==> config.mk <==
export PLATFORM = sky130hd
export DESIGN_NAME = tracker_url_decompressor
export DESIGN_NICKNAME = d
export VERILOG_FILES = /design/src/hdl/tud_pkg.sv /design/src/hdl/tud_ctrl.sv /design/src/hdl/tud_datapath.sv /design/src/hdl/tracker_url_decompressor.sv
export SDC_FILE = /design/constraint.sdc
export NUM_CORES = 1
export LEC_CHECK = 0
export BUFFER_PORTS_ARGS = -buffer_cell sky130_fd_sc_hd__buf_2
export CORE_MARGIN = 2
export CORE_UTILIZATION = 39
export CTS_CLUSTER_SIZE = 30
export DETAILED_ROUTE_END_ITERATION = 7
export PLACE_DENSITY = 0.6
export SLEW_MARGIN = 30
export SYNTH_ARGS = -nofsm -noshare
export SYNTH_HDL_FRONTEND = slang
export SYNTH_SLANG_ARGS = --single-unit
==> constraint.sdc <==
create_clock -name clock -period 7.53 [get_ports clock]
set_input_delay 0.3765 -clock clock [delete_from_list [all_inputs] [get_ports clock]]
set_output_delay 0.3765 -clock clock [all_outputs]
set_load 0.01 [all_outputs]
==> src/hdl/tud_pkg.sv <==
package tud_pkg;

   localparam int MAX_OUT_LEN = 256;
   localparam int CNT_W       = $clog2(MAX_OUT_LEN);

   localparam logic [7:0] CHAR_PERCENT = 8'h25;
   localparam logic [7:0] CHAR_ZERO    = 8'h30;
   localparam logic [7:0] CHAR_UPPER_A = 8'h41;
   localparam logic [7:0] RUN_BASE     = 8'd128;
   localparam logic [7:0] WORD_FIRST   = 8'd247;
   localparam logic [7:0] WORD_LAST    = 8'd255;

   typedef struct packed {
      logic take;
      logic emit;
   } tud_cmd_type;

   typedef struct packed {
      logic has_output;
      logic last_result;
   } tud_stat_type;

   function automatic logic [3:0] word_len(input logic [3:0] w);
      logic [3:0] n;
      unique case (w)
         4'd0, 4'd2, 4'd6, 4'd7, 4'd8: n = 4'd4;
         4'd1:                         n = 4'd3;
         4'd3:                         n = 4'd8;
         4'd4, 4'd5:                   n = 4'd7;
         default:                      n = 4'd1;
      endcase
      return n;
   endfunction

   function automatic logic [63:0] word_str(input logic [3:0] w);
      logic [63:0] s;
      unique case (w)
         4'd0:    s = 64'("&tr=");
         4'd1:    s = 64'("udp");
         4'd2:    s = 64'("http");
         4'd3:    s = 64'("announce");
         4'd4:    s = 64'("torrent");
         4'd5:    s = 64'("tracker");
         4'd6:    s = 64'(".com");
         4'd7:    s = 64'(".org");
         4'd8:    s = 64'("open");
         default: s = 64'd0;
      endcase
      return s;
   endfunction

   // strings are right-justified, first character sits highest
   function automatic logic [7:0] word_char(input logic [3:0] w, input logic [2:0] i);
      logic [63:0] s;
      logic [3:0]  pos;
      s   = word_str(w);
      pos = word_len(w) - 4'd1 - {1'b0, i};
      return s[{pos[2:0], 3'b000} +: 8];
   endfunction

   function automatic logic [7:0] hex_char(input logic [3:0] nib);
      logic [7:0] c;
      if (nib < 4'd10) begin
         c = CHAR_ZERO + {4'd0, nib};
      end else begin
         c = CHAR_UPPER_A + {4'd0, nib} - 8'd10;
      end
      return c;
   endfunction

endpackage

==> src/hdl/tud_ctrl.sv <==
module tud_ctrl (
   input  logic                  clock,
   input  logic                  reset,
   input  logic                  req_valid,
   output logic                  req_ready,
   output logic                  rsp_valid,
   input  logic                  rsp_ready,
   input  tud_pkg::tud_stat_type stat,
   output tud_pkg::tud_cmd_type  cmd
);

   localparam logic ST_IDLE = 1'b0;
   localparam logic ST_EMIT = 1'b1;

   logic state_ff, state_in;
   logic rsp_valid_ff, rsp_valid_in;
   logic out_free;

   assign out_free = !rsp_valid_ff || rsp_ready;

   always_comb begin
      cmd.emit  = (state_ff == ST_EMIT) && out_free;
      req_ready = (state_ff == ST_IDLE) || (cmd.emit && stat.last_result);
      cmd.take  = req_valid && req_ready;

      state_in = state_ff;
      if (cmd.emit && stat.last_result) begin
         state_in = ST_IDLE;
      end
      if (cmd.take && stat.has_output) begin
         state_in = ST_EMIT;
      end

      if (cmd.emit) begin
         rsp_valid_in = 1'b1;
      end else if (rsp_ready) begin
         rsp_valid_in = 1'b0;
      end else begin
         rsp_valid_in = rsp_valid_ff;
      end
   end

   always_ff @(posedge clock) begin
      if (reset) begin
         state_ff     <= ST_IDLE;
         rsp_valid_ff <= 1'b0;
      end else begin
         state_ff     <= state_in;
         rsp_valid_ff <= rsp_valid_in;
      end
   end

   assign rsp_valid = rsp_valid_ff;

endmodule

==> src/hdl/tud_datapath.sv <==
module tud_datapath (
   input  logic                  clock,
   input  logic                  reset,
   input  tud_pkg::tud_cmd_type  cmd,
   output tud_pkg::tud_stat_type stat,
   input  logic [7:0]            req_code_byte,
   output logic [7:0]            rsp_out_char,
   output logic                  rsp_last_of_run,
   output logic                  rsp_string_end,
   output logic [7:0]            rsp_string_length,
   output logic                  rsp_overflow_error
);

   localparam int CW = tud_pkg::CNT_W;

   localparam logic [2:0] K_LIT  = 3'd0;
   localparam logic [2:0] K_ESC  = 3'd1;
   localparam logic [2:0] K_WORD = 3'd2;
   localparam logic [2:0] K_END  = 3'd3;
   localparam logic [2:0] K_ERR  = 3'd4;

   // string state
   logic [6:0]    esc_left_ff, esc_left_in;
   logic [CW-1:0] count_ff, count_in;
   logic          failed_ff, failed_in;

   // pending item
   logic [2:0] kind_ff, kind_in;
   logic [7:0] byte_ff;
   logic [3:0] num_ff, num_in;
   logic [2:0] idx_ff, idx_in;
   logic [7:0] end_len_ff, end_len_in;
   logic       end_err_ff, end_err_in;

   // output word
   logic [7:0] char_ff, char_in;
   logic       last_ff, last_in;
   logic       end_ff, end_in;
   logic [7:0] len_ff, len_in;
   logic       err_ff, err_in;

   logic [3:0]    grp_len;
   logic [2:0]    grp_kind;
   logic          grp_check;
   logic          no_room;
   logic [CW:0]   sum;
   logic [3:0]    w;
   logic [CW+7:0] count_ext;

   assign w         = 4'(tud_pkg::WORD_LAST - req_code_byte);
   assign count_ext = (CW + 8)'(count_ff);

   always_comb begin
      grp_len   = 4'd1;
      grp_kind  = K_LIT;
      grp_check = 1'b0;
      if (esc_left_ff != 7'd0) begin
         grp_len   = 4'd3;
         grp_kind  = K_ESC;
         grp_check = !failed_ff;
      end else if (req_code_byte == 8'd0) begin
         grp_kind  = K_END;
      end else if (req_code_byte < tud_pkg::RUN_BASE) begin
         grp_check = !failed_ff;
      end else if (req_code_byte >= tud_pkg::WORD_FIRST) begin
         grp_len   = tud_pkg::word_len(w);
         grp_kind  = K_WORD;
         grp_check = !failed_ff;
      end
      sum     = (CW + 1)'(count_ff) + (CW + 1)'(grp_len);
      no_room = sum >= (CW + 1)'(tud_pkg::MAX_OUT_LEN);

      // status back to the sequencer
      stat.has_output  = (grp_kind == K_END) || grp_check;
      stat.last_result = ({1'b0, idx_ff} + 4'd1) == num_ff;
   end

   always_comb begin
      esc_left_in = esc_left_ff;
      count_in    = count_ff;
      failed_in   = failed_ff;
      kind_in     = kind_ff;
      num_in      = num_ff;
      end_len_in  = end_len_ff;
      end_err_in  = end_err_ff;

      if (esc_left_ff != 7'd0) begin
         esc_left_in = esc_left_ff - 7'd1;
      end else if (req_code_byte == 8'd0) begin
         count_in  = '0;
         failed_in = 1'b0;
      end else if (req_code_byte >= tud_pkg::RUN_BASE &&
                   req_code_byte < tud_pkg::WORD_FIRST) begin
         esc_left_in = req_code_byte[6:0];
      end

      if (grp_kind == K_END) begin
         kind_in    = K_END;
         num_in     = 4'd1;
         end_len_in = failed_ff ? 8'd0 : count_ext[7:0];
         end_err_in = failed_ff;
      end else if (grp_check) begin
         if (no_room) begin
            kind_in   = K_ERR;
            num_in    = 4'd1;
            failed_in = 1'b1;
         end else begin
            kind_in  = grp_kind;
            num_in   = grp_len;
            count_in = sum[CW-1:0];
         end
      end

      if (!cmd.take) begin
         esc_left_in = esc_left_ff;
         count_in    = count_ff;
         failed_in   = failed_ff;
         kind_in     = kind_ff;
         num_in      = num_ff;
         end_len_in  = end_len_ff;
         end_err_in  = end_err_ff;
      end
   end

   always_comb begin
      char_in = 8'd0;
      end_in  = 1'b0;
      len_in  = 8'd0;
      err_in  = 1'b0;
      last_in = stat.last_result;
      unique case (kind_ff)
         K_LIT:  char_in = byte_ff;
         K_ESC: begin
            unique case (idx_ff)
               3'd0:    char_in = tud_pkg::CHAR_PERCENT;
               3'd1:    char_in = tud_pkg::hex_char(byte_ff[7:4]);
               default: char_in = tud_pkg::hex_char(byte_ff[3:0]);
            endcase
         end
         K_WORD: char_in = tud_pkg::word_char(4'(tud_pkg::WORD_LAST - byte_ff), idx_ff);
         K_END: begin
            end_in = 1'b1;
            len_in = end_len_ff;
            err_in = end_err_ff;
         end
         default: err_in = 1'b1;
      endcase

      idx_in = idx_ff;
      if (cmd.emit) begin
         idx_in = idx_ff + 3'd1;
      end
      if (cmd.take) begin
         idx_in = 3'd0;
      end
   end

   always_ff @(posedge clock) begin
      if (reset) begin
         esc_left_ff <= 7'd0;
         count_ff    <= '0;
         failed_ff   <= 1'b0;
         num_ff      <= 4'd0;
         idx_ff      <= 3'd0;
      end else begin
         esc_left_ff <= esc_left_in;
         count_ff    <= count_in;
         failed_ff   <= failed_in;
         num_ff      <= num_in;
         idx_ff      <= idx_in;
      end
   end

   always_ff @(posedge clock) begin
      kind_ff    <= kind_in;
      end_len_ff <= end_len_in;
      end_err_ff <= end_err_in;
      if (cmd.take) begin
         byte_ff <= req_code_byte;
      end
      if (cmd.emit) begin
         char_ff <= char_in;
         last_ff <= last_in;
         end_ff  <= end_in;
         len_ff  <= len_in;
         err_ff  <= err_in;
      end
   end

   assign rsp_out_char       = char_ff;
   assign rsp_last_of_run    = last_ff;
   assign rsp_string_end     = end_ff;
   assign rsp_string_length  = len_ff;
   assign rsp_overflow_error = err_ff;

endmodule

==> src/hdl/tracker_url_decompressor.sv <==
// channel   direction  ports                                   meaning
// req       in         req_valid req_ready req_code_byte       one compressed code byte
// rsp       out        rsp_valid rsp_ready rsp_out_char        one expanded character,
//                      rsp_last_of_run rsp_string_end          end-of-string or error
//                      rsp_string_length rsp_overflow_error
//
// a byte is decoded in the cycle it is taken and yields 1 (literal, end, error),
// 3 (escape) or 3 to 8 (dictionary word) result words, loaded into the output
// register by the one-word-per-cycle emit sequencer while rsp is not stalled
// run openers and non-end bytes of a failed string make no words, taken every cycle
// the next byte is taken in the cycle the final word of the previous one is loaded
// synchronous active-high reset clears the string state and the output valid
// a stalled rsp holds the output register and the sequencer; req_ready stays low
// until the final word of the current byte is loaded
module tracker_url_decompressor (
   input  logic       clock,
   input  logic       reset,
   input  logic       req_valid,
   output logic       req_ready,
   input  logic [7:0] req_code_byte,
   output logic       rsp_valid,
   input  logic       rsp_ready,
   output logic [7:0] rsp_out_char,
   output logic       rsp_last_of_run,
   output logic       rsp_string_end,
   output logic [7:0] rsp_string_length,
   output logic       rsp_overflow_error
);

   // command and status between sequencer and datapath
   tud_pkg::tud_cmd_type  cmd;
   tud_pkg::tud_stat_type stat;

   // emit sequencer and output valid
   tud_ctrl u_ctrl (
      .clock     (clock),
      .reset     (reset),
      .req_valid (req_valid),
      .req_ready (req_ready),
      .rsp_valid (rsp_valid),
      .rsp_ready (rsp_ready),
      .stat      (stat),
      .cmd       (cmd)
   );

   // decode, string state, pending item and output word
   tud_datapath u_datapath (
      .clock              (clock),
      .reset              (reset),
      .cmd                (cmd),
      .stat               (stat),
      .req_code_byte      (req_code_byte),
      .rsp_out_char       (rsp_out_char),
      .rsp_last_of_run    (rsp_last_of_run),
      .rsp_string_end     (rsp_string_end),
      .rsp_string_length  (rsp_string_length),
      .rsp_overflow_error (rsp_overflow_error)
   );

   // the end word always closes its byte
   a_end_is_last: assert property (@(posedge clock) disable iff (reset)
      rsp_valid && rsp_string_end |-> rsp_last_of_run)
      else $error("end word without last_of_run");

   // an error word carries no character and closes its byte
   a_err_word: assert property (@(posedge clock) disable iff (reset)
      rsp_valid && rsp_overflow_error && !rsp_string_end
         |-> rsp_out_char == 8'd0 && rsp_last_of_run)
      else $error("malformed error word");

   // length is reported only on the end word
   a_len_on_end: assert property (@(posedge clock) disable iff (reset)
      rsp_valid && !rsp_string_end |-> rsp_string_length == 8'd0)
      else $error("length outside end word");

endmodule
==> flow_summary.yaml <==
run_status:
  status: "completed"
cts:
  root_buffer: "clkbuf_8"
  post_cts_buffers: 0
  cts_resized: 0
  numCtsBuffers: 9
  cts_hold_buf: 0
  clk_pin_slew_worst_paths_ns: 0.07
  clock_sinks: 64
  worst_skew_pair.late_latency_ns: 0.33
  clockBufferDepth: 2
  cts-htree-levels: 3
  cts_tree: "done"
global_route:
  grt_use_total: 0.177
  globalRouteOverflowTotal: 0
  antenna_found_initial: 0
  grt_max_degree: 35
  grt_pass1_wl_mm: 16.0
  first_global_vias: 3226
timing:
  slew_viol_final: 0
  rsz0062_at_grt: "false"
  period_needed_ns: 4.11
  min_period_over_period: 0.546
  max-slew-margin-rel: 0.409
  final_hold_viol_count: 0
  tns_ns: 0
  setup_violations: 0
  fmax_ghz: 0.243
  clock_skew_ns: 0.00976
  worst_pin_slew_ns: 0.886
die:
  num_rows: 37
  coreArea_mm2: 0.0103
  ios: 33
  die_y_um: 107
  initial_core_util: 0.402
  die-area_mm2: 0.0115
  die_x_um: 107
logic_synthesis:
  ys_ff_latch: 64
  async_flop_share: 0
  yosys_warnings: 0
  synth_cells: 453
  synth_area_mm2: 0.00415
  synth.avg_cell_area_um2: 9.17
  yosysSeqAreaShare: 0.403
  synth_edf_count: 39
  netlist-cell-type-count: 74
  ys.flop_type: "edfxtp_1"
  syn_nets: 486
detailed_routing:
  drtAntennaViolNets: 0
  viasPerCell: 5.65
  wl_met3_um: 636
  vias: 3483
  wl_per_cell_um: 16.3
  drt-pass1-iter-count: 5
  wl_met2_mm: 4.62
  wl_met1_mm: 4.77
  first_iter_violations: 245
  route.detailed.drc: 0
  drt_wl_total_mm: 10.1
  top_layer: "met4"
placed_design:
  dp_cells: 601
  numPortBuffers: 32
  place_hpwl_mm: 7.30
  gp_congestion: 0.868
pwr:
  powerDensity_mw_per_mm2: 347
  vdd_drop_max_mv: 0.215
  leakage_nw: 1.76
critical_path:
  end_kind: "register"
  cp_data_arrival_time_ns: 4.19
  crit_path_max_fanout: 24
  cp-start-kind: "register"
  cp.required_ns: 7.61
  path_class: "reg -> reg"
worst_hold_path:
  min_path_type: "in -> reg"
final_layout:
  fin_cells: 617
  final_nets: 509
  drive_above_1_share: 0.152
  area_delta_synth_final_pct: 11.5
  antenna_cells: 0
flow_run:
  drv_cap: 0
-- kinds of logic after synthesis --
logic type      count (synthesis)  share of synthesized area
xor+xnor                       13                     0.0310
mux                             9                     0.0253
flops                          64                      0.403
simple gates                  153                      0.194
compound gates                146                      0.234
fa+ha+maj                      22                     0.0693
buf+inv                        46                     0.0437
-- cells in the final DEF (no fill, tap or decap), types with 3 or more instances in the layout --
cell / count
nor2b_1: 13
o31ai_1: 7
nor3b_1: 4
nor3_1: 7
nand2_1: 44
a2111oi_0: 3
inv_1: 23
a21oi_1: 47
xnor2_1: 6
or2_2: 5
mux2i_1: 6
dfxtp_1: 25
nand2b_1: 8
a31oi_1: 4
nand4_1: 5
nor2_1: 23
xor2_1: 5
ha_1: 19
clkbuf_8: 9
o21ai_0: 32
buf_2: 32
edfxtp_1: 39
a211oi_1: 7
or3_1: 8
a21o_1: 4
nand3_1: 13
and2_1: 10
a311oi_1: 4
o211ai_1: 4
-- critical path, stage by stage, from the launching register on --
cell and delay [ns]:
edfxtp_1 0.85, inv_1 0.51, o21ai_0 0.29, nand2_1 0.12, nand2_1 0.09, ha_1 0.60, clkinv_1 0.44, mux4_2 0.54
nand2_1 0.08, mux2i_1 0.08, a21oi_1 0.16, o21ai_0 0.08
-- cell usage after synthesis, drive strengths merged (4+ instances only) --
| cell type | n | area share |
|---|---|---|
| a21oi | 47 | 0.057 |
| nand2 | 44 | 0.040 |
| edfxtp | 39 | 0.28 |
| o21ai | 33 | 0.041 |
| dfxtp | 25 | 0.12 |
| inv | 24 | 0.022 |
| nor2 | 24 | 0.024 |
| ha | 19 | 0.057 |
| clkbuf | 13 | 0.012 |
| nand3 | 13 | 0.016 |
| nor2b | 13 | 0.020 |
| and2 | 10 | 0.015 |
| a211oi | 8 | 0.016 |
| buf | 8 | 0.0093 |
| nand2b | 8 | 0.012 |
| nor3 | 8 | 0.012 |
| or3 | 8 | 0.012 |
| o31ai | 7 | 0.013 |
| xnor2 | 7 | 0.017 |
| mux2i | 6 | 0.014 |
| xor2 | 6 | 0.014 |
| nand4 | 5 | 0.0075 |
| o211ai | 5 | 0.012 |
| or2 | 5 | 0.0075 |
| a2111oi | 4 | 0.0099 |
| a21o | 4 | 0.0072 |
| a311oi | 4 | 0.0084 |
| a31oi | 4 | 0.0060 |
| nor3b | 4 | 0.0072 |
-- registers in the layout, summed over array words and instances (netlist names) --
signal                         count
u_datapath.esc_left_ff             7
u_datapath.byte_ff                 8
u_datapath.rsp_string_length       8
u_datapath.rsp_overflow_error      1
u_datapath.end_len_ff              8
u_datapath.rsp_last_of_run         1
u_datapath.failed_ff               1
u_datapath.rsp_string_end          1
u_datapath.idx_ff                  3
u_datapath.end_err_ff              1
u_datapath.count_ff                8
u_datapath.kind_ff                 3
u_datapath.num_ff                  4
u_datapath.rsp_out_char            8
u_ctrl.rsp_valid                   1
u_ctrl.state_ff                    1
-- through the flow --
| stage | utilization | cell area [um2] | setup slack, ns | hold WS (ns) | power, mW |
|---|---|---|---|---|---|
| after global routing | 0.448 | 4630 | 3.15 | 0.270 | 1.72 |
| final | 0.448 | 4630 | 3.42 | 0.282 | 1.60 |
| after floorplan | - | 4150 | 4.19 | 0.444 | 1.09 |
| after detailed placement | 0.426 | 4400 | 3.57 | 0.460 | 1.28 |
| after CTS | 0.448 | 4630 | 3.57 | 0.267 | 1.61 |
| after global placement | 0.426 | 4400 | 3.60 | 0.460 | 1.27 |
-- per-layer routing --
layer | track usage | vias to the layer above
met5 | 0 | -
met4 | 0.0353 | 0
met3 | 0.0413 | 4
met2 | 0.283 | 108
met1 | 0.245 | 1642
li1 | - | 1729
-- area by class of cell --
class,instances,area [um2]
fillers,1005,5690
inverters,25,93.8
repair buffers,33,168
flip-flops and latches,64,1670
clock inverters,7,103
multi-input cells,343,2300
well taps,136,170
clock buffers,9,124
-- where the power goes --
group	total, mW	switching (mW)	internal [mW]
registers	0.537	0.0694	0.467
logic	0.739	0.454	0.285
clock network	0.328	0.138	0.190
total	1.60	0.662	0.942
-- worst paths after layout --
kind                                       startpoint                         end  slack [ns]  cells past startpoint
worst min register to register   u_datapath.num_ff[2]        u_datapath.num_ff[2]        0.47                      2
worst max-delay path            u_datapath.byte_ff[2]  u_datapath.rsp_out_char[4]        3.42                     11
worst max register to register  u_datapath.byte_ff[2]  u_datapath.rsp_out_char[4]        3.42                     11
worst min-delay path                 req_code_byte[6]       u_datapath.byte_ff[6]        0.28                      1
No activity file was read; power rests on OpenSTA's default activity.
